<file path="config.mk">
export PLATFORM = sky130hd
export DESIGN_NAME = tga_rle_pixel_decoder
export DESIGN_NICKNAME = d
export VERILOG_FILES = /design/src/trpd_pkg.sv /design/src/trpd_cfg.sv /design/src/trpd_in_stage.sv /design/src/trpd_decode.sv /design/src/tga_rle_pixel_decoder.sv
export SDC_FILE = /design/constraint.sdc
export NUM_CORES = 1
export LEC_CHECK = 0
export BUFFER_PORTS_ARGS = -buffer_cell sky130_fd_sc_hd__buf_2
export CORE_MARGIN = 5
export CORE_UTILIZATION = 60
export DETAILED_ROUTE_END_ITERATION = 16
export PLACE_DENSITY = 0.86
export SYNTH_ARGS = -nofsm -noshare
export SYNTH_HDL_FRONTEND = slang
export SYNTH_HIERARCHICAL = 1
export SYNTH_SLANG_ARGS = --single-unit
</file>
<file path="constraint.sdc">
create_clock -name clk -period 7.1 [get_ports clk]
set_input_delay 2.13 -clock clk [delete_from_list [all_inputs] [get_ports clk]]
set_output_delay 2.13 -clock clk [all_outputs]
set_load 0.01 [all_outputs]
</file>
<file path="src/trpd_pkg.sv">
package trpd_pkg;

	localparam logic [24:0] MAX_IMAGE_PIXELS = 25'd16777216;
	localparam logic [7:0]  RUN_FLAG         = 8'd128;
	localparam logic [7:0]  RUN_BIAS         = 8'd127;
	localparam logic [2:0]  MAX_PIXEL_BYTES  = 3'd4;

	localparam logic CFG_PIXEL_BYTES  = 1'b0;
	localparam logic CFG_IMAGE_PIXELS = 1'b1;

	typedef struct packed {
		logic [2:0]  pixel_bytes;
		logic [24:0] image_pixels;
	} cfg_t;

	typedef struct packed {
		logic [7:0] stream_byte;
		logic       restart;
	} item_t;

	typedef struct packed {
		logic [31:0] pixel_value;
		logic [7:0]  repeat_count;
		logic [23:0] first_index;
		logic        image_done;
		logic        overflow_error;
	} result_t;

endpackage

</file>
<file path="src/trpd_cfg.sv">
module trpd_cfg (
	input  logic          clk,
	input  logic          arst_n,
	input  logic          cfg_valid,
	output logic          cfg_ready,
	input  logic          cfg_index,
	input  logic [24:0]   cfg_data,
	output trpd_pkg::cfg_t cfg
);
	import trpd_pkg::*;

	logic [2:0]  pixel_bytes_q;
	logic [24:0] image_pixels_q;
	logic [2:0]  bytes_eff;
	logic [24:0] pixels_eff;

	// registers hold the clamped values
	always_comb begin
		if (cfg_data[2:0] == 3'd0) begin
			bytes_eff = 3'd1;
		end else if (cfg_data[2:0] > MAX_PIXEL_BYTES) begin
			bytes_eff = MAX_PIXEL_BYTES;
		end else begin
			bytes_eff = cfg_data[2:0];
		end
		if (cfg_data == 25'd0) begin
			pixels_eff = 25'd1;
		end else if (cfg_data > MAX_IMAGE_PIXELS) begin
			pixels_eff = MAX_IMAGE_PIXELS;
		end else begin
			pixels_eff = cfg_data;
		end
	end

	always_ff @(posedge clk or negedge arst_n) begin
		if (!arst_n) begin
			pixel_bytes_q  <= 3'd3;
			image_pixels_q <= 25'd1;
		end else if (cfg_valid) begin
			unique case (cfg_index)
				CFG_PIXEL_BYTES:  pixel_bytes_q  <= bytes_eff;
				CFG_IMAGE_PIXELS: image_pixels_q <= pixels_eff;
			endcase
		end
	end

	assign cfg_ready        = 1'b1;
	assign cfg.pixel_bytes  = pixel_bytes_q;
	assign cfg.image_pixels = image_pixels_q;

endmodule

</file>
<file path="src/trpd_in_stage.sv">
module trpd_in_stage (
	input  logic            clk,
	input  logic            arst_n,
	input  logic            in_valid,
	output logic            in_ready,
	input  trpd_pkg::item_t in_item,
	output logic            item_valid,
	output trpd_pkg::item_t item,
	input  logic            advance
);
	import trpd_pkg::*;

	logic  valid_s1;
	item_t item_s1;

	assign in_ready = !valid_s1 || advance;

	always_ff @(posedge clk or negedge arst_n) begin
		if (!arst_n) begin
			valid_s1 <= 1'b0;
		end else if (in_ready) begin
			valid_s1 <= in_valid;
		end
	end

	always_ff @(posedge clk) begin
		if (in_ready && in_valid) begin
			item_s1 <= in_item;
		end
	end

	assign item_valid = valid_s1;
	assign item       = item_s1;

endmodule

</file>
<file path="src/trpd_decode.sv">
module trpd_decode (
	input  logic              clk,
	input  logic              arst_n,
	input  trpd_pkg::cfg_t    cfg,
	input  logic              item_valid,
	input  trpd_pkg::item_t   item,
	output logic              advance,
	output logic              out_valid,
	input  logic              out_ready,
	output trpd_pkg::result_t out_result
);
	import trpd_pkg::*;

	logic        expect_header_q;
	logic        packet_is_run_q;
	logic [7:0]  packet_pixels_left_q;
	logic [1:0]  byte_in_pixel_q;
	logic [31:0] pixel_gather_q;
	logic [24:0] pixels_decoded_q;
	logic        error_stuck_q;

	logic        out_valid_q;
	result_t     result_q;

	logic        hdr_run;
	logic [7:0]  hdr_count;
	logic [24:0] remaining;
	logic        hdr_overflow;
	logic [31:0] gather_next;
	logic        pixel_done;
	logic [7:0]  repeat_n;
	logic [24:0] decoded_next;
	logic [7:0]  left_next;
	logic        image_done;
	logic        res_valid;
	result_t     res;

	assign advance = item_valid && (!out_valid_q || out_ready);

	always_comb begin
		hdr_run      = item.stream_byte >= RUN_FLAG;
		hdr_count    = hdr_run ? item.stream_byte - RUN_BIAS : item.stream_byte + 8'd1;
		remaining    = (pixels_decoded_q < cfg.image_pixels) ?
			cfg.image_pixels - pixels_decoded_q : 25'd0;
		hdr_overflow = {17'd0, hdr_count} > remaining;

		gather_next  = pixel_gather_q |
			({24'd0, item.stream_byte} << {byte_in_pixel_q, 3'b000});
		pixel_done   = ({1'b0, byte_in_pixel_q} + 3'd1) >= cfg.pixel_bytes;

		if (packet_is_run_q && packet_pixels_left_q != 8'd0) begin
			repeat_n = packet_pixels_left_q;
		end else begin
			repeat_n = 8'd1;
		end
		decoded_next = pixels_decoded_q + {17'd0, repeat_n};
		left_next    = (packet_pixels_left_q >= repeat_n) ?
			packet_pixels_left_q - repeat_n : 8'd0;
		image_done   = decoded_next >= cfg.image_pixels;

		res_valid = 1'b0;
		res       = '0;
		if (!item.restart && !error_stuck_q) begin
			if (expect_header_q) begin
				if (hdr_overflow) begin
					res_valid          = 1'b1;
					res.first_index    = pixels_decoded_q[23:0];
					res.overflow_error = 1'b1;
				end
			end else if (pixel_done) begin
				res_valid        = 1'b1;
				res.pixel_value  = gather_next;
				res.repeat_count = repeat_n;
				res.first_index  = pixels_decoded_q[23:0];
				res.image_done   = image_done;
			end
		end
	end

	always_ff @(posedge clk or negedge arst_n) begin
		if (!arst_n) begin
			expect_header_q      <= 1'b1;
			packet_is_run_q      <= 1'b0;
			packet_pixels_left_q <= 8'd0;
			byte_in_pixel_q      <= 2'd0;
			pixel_gather_q       <= 32'd0;
			pixels_decoded_q     <= 25'd0;
			error_stuck_q        <= 1'b0;
		end else if (advance) begin
			if (item.restart) begin
				expect_header_q      <= 1'b1;
				packet_is_run_q      <= 1'b0;
				packet_pixels_left_q <= 8'd0;
				byte_in_pixel_q      <= 2'd0;
				pixel_gather_q       <= 32'd0;
				pixels_decoded_q     <= 25'd0;
				error_stuck_q        <= 1'b0;
			end else if (!error_stuck_q) begin
				if (expect_header_q) begin
					if (hdr_overflow) begin
						error_stuck_q <= 1'b1;
					end else begin
						packet_is_run_q      <= hdr_run;
						packet_pixels_left_q <= hdr_count;
						byte_in_pixel_q      <= 2'd0;
						pixel_gather_q       <= 32'd0;
						expect_header_q      <= 1'b0;
					end
				end else if (!pixel_done) begin
					pixel_gather_q  <= gather_next;
					byte_in_pixel_q <= byte_in_pixel_q + 2'd1;
				end else begin
					byte_in_pixel_q <= 2'd0;
					pixel_gather_q  <= 32'd0;
					if (image_done) begin
						pixels_decoded_q     <= 25'd0;
						expect_header_q      <= 1'b1;
						packet_is_run_q      <= 1'b0;
						packet_pixels_left_q <= 8'd0;
					end else begin
						pixels_decoded_q     <= decoded_next;
						packet_pixels_left_q <= left_next;
						if (left_next == 8'd0) begin
							expect_header_q <= 1'b1;
						end
					end
				end
			end
		end
	end

	always_ff @(posedge clk or negedge arst_n) begin
		if (!arst_n) begin
			out_valid_q <= 1'b0;
		end else if (advance) begin
			out_valid_q <= res_valid;
		end else if (out_ready) begin
			out_valid_q <= 1'b0;
		end
	end

	always_ff @(posedge clk) begin
		if (advance && res_valid) begin
			result_q <= res;
		end
	end

	assign out_valid  = out_valid_q;
	assign out_result = result_q;

endmodule

</file>
<file path="src/tga_rle_pixel_decoder.sv">
// TGA run-length pixel decoder. Takes one coded byte per cycle while the result
// side does not stall; a result passes through the input register, then a
// combinational decode into the result register. A stall on the result side
// holds the result register and backs up into the input register, so the input
// takes a byte every cycle whenever the result side drains. Packet headers that
// fit the image and intermediate pixel bytes give no result. After an overflow
// the decoder drops all bytes until an item with restart set. Configuration is
// always accepted and is clamped on write.
module tga_rle_pixel_decoder (
	input  logic        clk,
	input  logic        arst_n,
	input  logic        s_axis_tvalid,
	output logic        s_axis_tready,
	input  logic [7:0]  s_axis_tdata,   // [7:0] stream_byte
	input  logic        s_axis_tuser,   // [0] restart
	output logic        m_axis_tvalid,
	input  logic        m_axis_tready,
	output logic [63:0] m_axis_tdata,   // [31:0] pixel_value, [39:32] repeat_count,
	                                    // [63:40] first_index
	output logic        m_axis_tlast,   // image_done
	output logic        m_axis_tuser,   // [0] overflow_error
	input  logic        cfg_valid,
	output logic        cfg_ready,
	input  logic        cfg_index,
	input  logic [24:0] cfg_data
);
	import trpd_pkg::*;

	cfg_t    cfg;
	item_t   in_item;
	item_t   item;
	logic    item_valid;
	logic    advance;
	result_t result;

	assign in_item.stream_byte = s_axis_tdata;
	assign in_item.restart     = s_axis_tuser;

	trpd_cfg u_cfg (
		.clk       (clk),
		.arst_n    (arst_n),
		.cfg_valid (cfg_valid),
		.cfg_ready (cfg_ready),
		.cfg_index (cfg_index),
		.cfg_data  (cfg_data),
		.cfg       (cfg)
	);

	trpd_in_stage u_in (
		.clk        (clk),
		.arst_n     (arst_n),
		.in_valid   (s_axis_tvalid),
		.in_ready   (s_axis_tready),
		.in_item    (in_item),
		.item_valid (item_valid),
		.item       (item),
		.advance    (advance)
	);

	trpd_decode u_dec (
		.clk        (clk),
		.arst_n     (arst_n),
		.cfg        (cfg),
		.item_valid (item_valid),
		.item       (item),
		.advance    (advance),
		.out_valid  (m_axis_tvalid),
		.out_ready  (m_axis_tready),
		.out_result (result)
	);

	assign m_axis_tdata = {result.first_index, result.repeat_count, result.pixel_value};
	assign m_axis_tlast = result.image_done;
	assign m_axis_tuser = result.overflow_error;

endmodule

</file>
== Word level (Yosys, flattened, before mapping) ==
Cells that the tools add are included.

* Bits in registers: 175
* Bits of input ports: 40
* Output and inout bits: 69
* Logic and storage cells: 121

* Add/subtract/negate cells: 7
* Order comparisons: 8
* Eq/ne operators: 3
* Shift-type cells: 1
* Mux-type cells: 53
* Bitwise logic cells: 4
* Reduce and logical (&&, ||, !) cells: 27

{| class="wikitable"
|+ Operator list
! cell !! count
|-
| $mux W25 || 9
|-
| $mux W32 || 5
|-
| $mux W8 || 9
|-
| $mux W24 || 2
|-
| $or A32 B32 Y32 || 1
|-
| $shl A8 B5 Y32 || 1
|-
| $add A25 B8 Y25 || 1
|-
| $ge A25 B25 Y1 || 1
|-
| $gt A25 B25 Y1 const B || 1
|-
| $gt A8 B25 Y1 || 1
|-
| $logic_not A25 Y1 || 1
|-
| $lt A25 B25 Y1 || 1
|-
| $sub A25 B25 Y25 || 1
|-
| $mux W1 || 21
|-
| $mux W2 || 5
|-
| $add A8 B1 Y8 const B || 1
|-
| $ge A8 B8 Y1 || 1
|-
| $ge A8 B8 Y1 const B || 1
|-
| $logic_not A8 Y1 || 1
|-
| $reduce_and A4 Y1 || 2
|-
| $reduce_bool A8 Y1 || 1
|-
| $sub A8 B7 Y8 const B || 1
|-
| $sub A8 B8 Y8 || 1
|-
| $mux W3 || 2
|-
| 17 further kinds || 32
|}

== Depth between registers and ports, before layout ==
Gate-level depths: netlist of run 1.

* Depth after elaboration: 12
* Gate-level depth with buffers: 26
* Mapped depth without buffers: 25

== Hierarchy ==
The synthesis of run 1 kept the hierarchy.

{| class="wikitable"
|+ Modules (own cells, without submodules)
! module !! times used !! cells each !! area each (um2)
|-
| trpd_decode || 1 || 1071 || 9639.2
|-
| trpd_cfg || 1 || 127 || 1247.4
|-
| trpd_in_stage || 1 || 13 || 324.1
|}

== Worst setup path after synthesis of run 1 ==
OpenSTA, ideal clock, no wires.

* Path type: register to register
* Start point: register u_dec.pixels_decoded_q[8]
* End point: register u_dec.result_q (netlist bit u_dec/out_result[0]), enable pin
* Library setup time: 431 ps
* Arrival time: 5859 ps
* Required time: 6669 ps
* Path slack: 810 ps
* Stages on the path, launching flop included: 22
* Period minus slack after synthesis: 6290 ps
* Path through: dfrtp_1 > inv_1 > ha_1 > nand2_1 > o21ai_0 > nor2b_1 > nor2_1 > a21oi_1 > o21a_1 > clkbuf_1 > nand2_1 > ha_1 > and3_1 > o21ai_0 > nand3_1 > o211ai_1 > a2111oi_2 > o2111ai_1 > a2111oi_4 > a41o_1 > buf_4 > and2_1

* Longest elaborated chain between the ends: 7

{| class="wikitable"
|+ RTL lines
! what !! RTL line !! RTL
|-
| start: declaration || trpd_decode.sv:19 || <nowiki>logic [24:0] pixels_decoded_q;</nowiki>
|-
| start signal: assignment || trpd_decode.sv:121 || <nowiki>pixels_decoded_q <= decoded_next;</nowiki>
|-
| $sub A25 B25 Y25 or $lt A25 B25 Y1 (tied branches) || trpd_decode.sv:44, trpd_decode.sv:43 ||
|-
| $mux W25 * || trpd_decode.sv:43 || <nowiki>remaining = (pixels_decoded_q < cfg.image_pixels) ?</nowiki>
|-
| $gt A8 B25 Y1 * || trpd_decode.sv:45 || <nowiki>hdr_overflow = {17'd0, hdr_count} > remaining;</nowiki>
|-
| $mux W1 * || trpd_decode.sv:65 || <nowiki>if (hdr_overflow) begin</nowiki>
|-
| $mux W1 * || trpd_decode.sv:64 || <nowiki>if (expect_header_q) begin</nowiki>
|-
| $mux W1 * || trpd_decode.sv:63 || <nowiki>if (!item.restart && !error_stuck_q) begin</nowiki>
|-
| $logic_and A1 B1 Y1 * || trpd_decode.sv:143 || <nowiki>if (advance && res_valid) begin</nowiki>
|-
| end signal: assignment || trpd_decode.sv:144 || <nowiki>result_q <= res;</nowiki>
|-
| end: declaration || trpd_decode.sv:23 || <nowiki>result_t result_q;</nowiki>
|}

Mark *: on every way between the ends. The rest lies on a longest branch, timed or not.
A chain may end at the register's enable or synchronous reset.

== Worst setup path after layout of run 1 ==
* Start point: register u_dec.packet_pixels_left_q[2]
* End point: register u_dec.pixels_decoded_q[12]

* Longest elaborated chain between the ends: 10

{| class="wikitable"
|+ RTL lines
! what !! RTL line !! RTL
|-
| start: declaration || trpd_decode.sv:16 || <nowiki>logic [7:0] packet_pixels_left_q;</nowiki>
|-
| start signal: assignment || trpd_decode.sv:104 || <nowiki>packet_pixels_left_q <= hdr_count;</nowiki>
|-
| start signal: assignment || trpd_decode.sv:122 || <nowiki>packet_pixels_left_q <= left_next;</nowiki>
|-
| $reduce_bool A8 Y1 * || trpd_decode.sv:51 || <nowiki>if (packet_is_run_q && packet_pixels_left_q != 8'd0) begin</nowiki>
|-
| $logic_and A1 B1 Y1 * || trpd_decode.sv:51 ||
|-
| $mux W8 * || trpd_decode.sv:51 ||
|-
| via u_dec.repeat_n[0] || trpd_decode.sv:31 || <nowiki>logic [7:0] repeat_n;</nowiki>
|-
| $add A25 B8 Y25 * || trpd_decode.sv:56 || <nowiki>decoded_next = pixels_decoded_q + {17'd0, repeat_n};</nowiki>
|-
| $ge A25 B25 Y1 || trpd_decode.sv:59 || <nowiki>image_done = decoded_next >= cfg.image_pixels;</nowiki>
|-
| $mux W25 * || trpd_decode.sv:115 || <nowiki>if (image_done) begin</nowiki>
|-
| $mux W25 * || trpd_decode.sv:109 || <nowiki>end else if (!pixel_done) begin</nowiki>
|-
| $mux W25 * || trpd_decode.sv:99 || <nowiki>if (expect_header_q) begin</nowiki>
|-
| $mux W25 * || trpd_decode.sv:98 || <nowiki>end else if (!error_stuck_q) begin</nowiki>
|-
| $mux W25 * || trpd_decode.sv:90 || <nowiki>if (item.restart) begin</nowiki>
|}

Mark *: on every way through the listed nets, which the timed path passes. The rest lies on a longest branch. The select of a mux whose other input is x is not followed.

==> impl_metrics.json, run 1 <==
{
  "finalNonFillerCells": 1534,
  "first_pass_iters": 6,
  "totalWireLength_um": 30700,
  "fin_crit_sh_pct": 90.3,
  "antenna_found_initial": 0,
  "rows": 50,
  "syn_area_um2": 11200,
  "p_leak_nw": 5.40,
  "grt_remaining_overflow": 0,
  "antenna_cells": 0,
  "fin_ws_ns": 0.686,
  "ir_drop_mv": 0.219,
  "final_util_pct": 67.4,
  "setup-tns-final_ns": 0,
  "place_area_um2": 11900,
  "grt_max_degree": 66,
  "clockRootBuffer": "clkbuf_16",
  "final_nets": 1403,
  "dieArea_um2": 21500,
  "numCtsBuffers": 17,
  "via_count": 9820,
  "switching_power_mw": 1.58,
  "power_mw": 3.93,
  "stdcell_area_um2": 12500,
  "n_fill_cell": 1420,
  "start_util_pct": 60.3,
  "rsz0062_at_grt": "false",
  "clockPowerShare_pct": 24.5,
  "reg2regPathDepth": 25,
  "wl_per_cell_um": 20.0,
  "maxCapViolCount": 0,
  "port-buffer-count": 107,
  "clock_skew_ns": 0.0117,
  "swShare_pct": 40.3,
  "clock-sinks": 175,
  "period_minus_slack_ns": 6.41,
  "ant_nets": 0,
  "dp_slack_ns": 0.544,
  "multi_input_area_um2": 5910,
  "crit_path_end_kind": "flip-flop",
  "seq_area_um2": 4760,
  "grt_usage_pct": 28.4,
  "seq_area_frac_synth_pct": 42.5,
  "cts_setup_buffers": 0,
  "slowest_stage": "o32ai_1",
  "critPathMaxFanout": 23,
  "final_common_cell": "nand2_1",
  "hpwl_um": 22400,
  "yosys_warnings": 6,
  "maxSlewViolCount": 0,
  "final_layout_size_suffix_gt1_share_pct": 15.5,
  "remaining_drc_errors": 0,
  "path_clk_slew_ns": 0.08,
  "cp-start-kind": "flip-flop",
  "cp.arrival_ns": 6.76,
  "layout_common_cells": "nand2_1, buf_2, dfrtp_1, a21oi_1, nor2_1",
  "ys_async_sr_fraction_pct": 57.1,
  "final_hold_viol_count": 0,
  "tightest_slew_ns": 1.12,
  "cts_max_path_buffers": 2,
  "gp_congestion": 1.03,
  "p_int_mw": 2.35,
  "area_growth_pct": 11.7,
  "fp.dieW_um": 147,
  "p_per_area_nw_per_um2": 314,
  "cts_max_level": 4,
  "cts_tree": "built",
  "crit_type": "flip-flop to flip-flop",
  "max_freq_mhz": 156,
  "crit_required_ns": 7.44,
  "synth_cell_types": 86,
  "grt_first_pass_wirelength_um": 49000,
  "hold_depth": 2,
  "drt_iter0_markers": 1144,
  "status": "complete, no violations",
  "die_h_um": 147,
  "synth-edff-count": 75,
  "ys.flop_type": "dfrtp_1",
  "critical-path-max-stage-delay_ns": 0.59,
  "dp.cells": 1502,
  "ys_seq_elements": 175,
  "combPwrFrac_pct": 41.0,
  "insertion_delay_ns": 0.44,
  "seq_power_share_pct": 34.6,
  "via_per_inst": 6.40,
  "syn_nets": 1327,
  "syn_avg_cell_area_um2": 9.26,
  "grt_pass1_vias": 9306,
  "synth_cells": 1211,
  "fp.coreArea_um2": 18600,
  "setup-violations-final": 0,
  "hp-class": "flip-flop to flip-flop",
  "relSlewSlack_pct": 25.2,
  "ios": 109,
  "whs_ns": 0.478
}
## final cells by class
cell class                 instances  share of cell area, %
clock buffer                      18                   3.51
multi-input combinational        898                   47.2
timing repair buffer             128                   5.66
clock inverter                    14                   1.32
inverter                          67                   2.01
sequential                       175                   38.0
tap                              234                   2.34
## worst max-delay path, delay by kind of cell, from the launching register on
family	cells	cell delay, ns
adder cells (fa/ha/maj)	3	0.87
XOR/XNOR	1	0.18
buffers and inverters	2	0.36
AND/OR/NAND/NOR	8	1.81
flip-flops	1	0.46
AO/OA/AOI/OAI	11	2.65
## registers in the layout, indices dropped and copies added, names as in the netlist, 2 cells and up
name,count
u_dec/out_result,66
u_dec/pixel_gather_q,32
u_cfg/image_pixels_q,25
u_dec/pixels_decoded_q,25
u_in/item,9
u_dec/packet_pixels_left_q,8
u_cfg/pixel_bytes_q,3
u_dec/byte_in_pixel_q,2
## power groups by stage
stage	clock [mW]	combinational [mW]	sequential, mW
2_1_floorplan	0	1.16	1.34
3_3_place_gp	0	1.54	1.36
3_5_place_dp	0	1.56	1.37
4_1_cts	0.972	1.58	1.35
5_1_grt	1.01	1.76	1.38
6_report	0.961	1.61	1.36
## final timing paths
| path | startpoint | endpoint | slack (ns) |
|---|---|---|---|
| setup / recovery | u_dec/packet_pixels_left_q[2] | u_dec/pixels_decoded_q[12] | 0.69 |
| hold / removal | u_cfg/pixel_bytes_q[0] | u_cfg/pixel_bytes_q[0] | 0.48 |
| setup reg to reg | u_dec/packet_pixels_left_q[2] | u_dec/pixels_decoded_q[12] | 0.69 |
| hold reg to reg | u_cfg/pixel_bytes_q[0] | u_cfg/pixel_bytes_q[0] | 0.48 |
| max in group asynchronous | arst_n | u_dec/pixel_gather_q[26] | 4.28 |
| min in group asynchronous | arst_n | u_cfg/image_pixels_q[15] | 1.78 |
## synth_stat cells (14+ instances only)
library cell | instances | area share (%)
nand2_1 | 142 | 4.8
dfrtp_1 | 96 | 21
a21oi_1 | 90 | 4.0
nor2_1 | 79 | 2.6
edfxtp_1 | 75 | 20
ha_1 | 74 | 8.3
inv_1 | 67 | 2.2
clkbuf_1 | 52 | 1.7
o21ai_0 | 52 | 2.3
o21a_1 | 42 | 2.8
a211oi_1 | 37 | 2.5
and2_1 | 35 | 2.0
nand2b_1 | 30 | 1.7
xnor2_1 | 27 | 2.1
and3_1 | 20 | 1.1
nand4_1 | 19 | 1.1
nor3_1 | 19 | 0.85
nand3_1 | 18 | 0.80
o21ai_1 | 18 | 0.80
a21o_1 | 15 | 1.0
a22o_1 | 14 | 1.1
## per-layer routing
layer	GRT usage, %	vias up	part of all wire [%]
li1	-	4522	-
met1	42.4	4678	45
met2	41.3	540	44
met3	5.68	80	9.2
met4	9.78	0	2.7
met5	0	-	0
## repair_timing
| item | CTS | global route |
|---|---|---|
| hold buffers | 0 | 0 |
| endpoints found under the setup margin | 0 | 20 |
| gates resized for setup | 0 | 3 |
## logic make-up (layout without fill, tap and decap cells)
logic type	Yosys count	after routing	synth area share, %
other cells	1	1	0.0335
buf+inv	138	227	5.04
simple gates	420	420	18.6
fa+ha+maj	76	76	8.62
flops	175	175	42.5
mux	15	15	1.47
compound gates	347	347	20.8
xor+xnor	39	39	3.05
Note: power is estimated with default switching activity, not from simulation.
==> run 2, diff against run 1 <==
--- a/config.mk
+++ b/config.mk
@@ -7,9 +7,10 @@
 export LEC_CHECK = 0
 export BUFFER_PORTS_ARGS = -buffer_cell sky130_fd_sc_hd__buf_2
 export CORE_MARGIN = 5
-export CORE_UTILIZATION = 60
+export CORE_UTILIZATION = 62
+export CTS_BUF_LIST = sky130_fd_sc_hd__clkbuf_2 sky130_fd_sc_hd__clkbuf_4 sky130_fd_sc_hd__clkbuf_8
 export DETAILED_ROUTE_END_ITERATION = 16
-export PLACE_DENSITY = 0.86
+export PLACE_DENSITY = 0.88
 export SYNTH_ARGS = -nofsm -noshare
 export SYNTH_HDL_FRONTEND = slang
 export SYNTH_HIERARCHICAL = 1
==> run 2 against run 1 <==
Net effect: global-route usage is essentially flat; count of clock-buffer cells in the layout is the same; final area shrank 2.1%; critical endpoint is now u_dec/pixels_decoded_q[18]; fmax grew 0.50%; total power shrank 7.4%; setup slack gained 0.032 ns; largest cell class unchanged; final cell count shrank 0.65%; sequential cell count is the same; clock skew is essentially flat; utilization grew 1.1 points.
==> impl_metrics.json, run 2 (same netlist as run 1, synthesis figures left out) <==
{
  "status": "complete, no violations",
  "crit_required_ns": 7.48,
  "ios": 109,
  "antenna_cells": 0,
  "wl_met3_um": 2940,
  "combPwrFrac_pct": 43.6,
  "grt_usage_pct": 28.3,
  "hp-class": "flip-flop to flip-flop",
  "layout_common_cells": "nand2_1, buf_2, dfrtp_1, a21oi_1, nor2_1",
  "swShare_pct": 41.9,
  "rows": 49,
  "final_layout_size_suffix_gt1_share_pct": 14.9,
  "crit_path_end_kind": "flip-flop",
  "setup-violations-final": 0,
  "relSlewSlack_pct": 21.3,
  "dieArea_um2": 20900,
  "crit_type": "flip-flop to flip-flop",
  "critPathMaxFanout": 23,
  "top_layer": "met4",
  "gp_congestion": 1.02,
  "remaining_drc_errors": 0,
  "cts_max_level": 4,
  "max_freq_mhz": 157,
  "grt_max_degree": 58,
  "route.met2.wl_um": 13100,
  "p_int_mw": 2.12,
  "port-buffer-count": 107,
  "fp.coreArea_um2": 17900,
  "cts_max_path_buffers": 2,
  "p_per_area_nw_per_um2": 297,
  "final_util_pct": 68.5,
  "final_common_cell": "nand2_1",
  "die_h_um": 144,
  "maxSlewViolCount": 0,
  "insertion_delay_ns": 0.48,
  "final_nets": 1398,
  "first_pass_iters": 5,
  "period_minus_slack_ns": 6.38,
  "clockPowerShare_pct": 19.1,
  "numCtsBuffers": 17,
  "via_count": 9764,
  "grt_first_pass_wirelength_um": 46400,
  "fin_crit_sh_pct": 89.9,
  "cts_tree": "built",
  "clock-sinks": 175,
  "rsz0062_at_grt": "false",
  "start_util_pct": 62.6,
  "grt_pass1_vias": 9033,
  "fp.dieW_um": 144,
  "ant_nets": 0,
  "cp-start-kind": "flip-flop",
  "slowest_stage": "a21oi_1",
  "switching_power_mw": 1.52,
  "area_growth_pct": 9.35,
  "largest_reg_flops": 66,
  "cts_hold_buf": 0,
  "maxCapViolCount": 0,
  "via_per_inst": 6.41,
  "routedLengthMet1_um": 12400,
  "clock_skew_ns": 0.0121,
  "p_leak_nw": 5.26,
  "totalWireLength_um": 29500,
  "cts_resized": 0,
  "r2r_start": "u_dec/packet_pixels_left_q[2]",
  "grt_remaining_overflow": 0,
  "tightest_slew_ns": 1.18,
  "ir_drop_mv": 0.168,
  "seq_power_share_pct": 37.3,
  "clockRootBuffer": "clkbuf_8",
  "power_mw": 3.64,
  "drt_iter0_markers": 1132,
  "wl_per_cell_um": 19.3,
  "path_clk_slew_ns": 0.10,
  "hpwl_um": 21900,
  "min_from": "u_cfg/pixel_bytes_q[0]",
  "setup-tns-final_ns": 0,
  "cts_setup_buffers": 0,
  "antenna_found_initial": 0,
  "final_hold_viol_count": 0,
  "startpoint": "u_dec/packet_pixels_left_q[2]",
  "cp.arrival_ns": 6.76,
  "critical-path-max-stage-delay_ns": 0.52
}
## run 2: area by class of cell
type / instances / area [µm²]
inverters: 67 / 251
repair buffers: 123 / 671
clock buffers: 18 / 241
multi-input cells: 898 / 5900
flip-flops and latches: 175 / 4760
clock inverters: 14 / 154
well taps: 229 / 287
fillers: 1396 / 5640
## run 2: worst paths after layout
path	endpoint	slack, ns	cells after the start
max	u_dec/pixels_decoded_q[18]	0.72	25
min	u_cfg/pixel_bytes_q[0]	0.50	2
max reg2reg	u_dec/pixels_decoded_q[18]	0.72	25
min reg2reg	u_cfg/pixel_bytes_q[0]	0.50	2
max in group asynchronous	u_dec/packet_pixels_left_q[5]	4.29	2
min in group asynchronous	u_cfg/image_pixels_q[7]	1.65	1
## run 2: power by group through the flow
stage | logic, mW | clock network [mW] | registers (mW)
5_1_grt | 1.74 | 0.743 | 1.37
6_report | 1.59 | 0.696 | 1.36
4_1_cts | 1.55 | 0.701 | 1.35
3_3_place_gp | 1.49 | 0 | 1.36
3_5_place_dp | 1.54 | 0 | 1.37
2_1_floorplan | 1.16 | 0 | 1.34
## run 2: stage by stage
stage          cell area [µm²]  instances  worst slack [ns]  hold slack (ns)
6_report                 12300       1524             0.718            0.498
5_1_grt                  12300       1524             0.322            0.508
4_1_cts                  12300       1524             0.853            0.502
3_5_place_dp             11900       1492             0.897            0.480
3_3_place_gp             11900       1492              1.20            0.467
2_1_floorplan            11200       1211             0.810            0.453
## run 2: layer usage
layer | global-route usage [%] | up-vias
met4 | 10.5 | 0
met3 | 6.75 | 84
met1 | 40.5 | 4645
met5 | 0 | -
met2 | 42.3 | 535
li1 | - | 4500
## run 2: worst max-delay path: cells and delay by family, from the launching register on
| kind | cells | cell delay, ns |
|---|---|---|
| buffers and inverters | 2 | 0.37 |
| AO/OA/AOI/OAI | 11 | 2.63 |
| flip-flops | 1 | 0.47 |
| XOR/XNOR | 1 | 0.22 |
| adder cells (fa/ha/maj) | 3 | 0.86 |
| AND/OR/NAND/NOR | 8 | 1.74 |
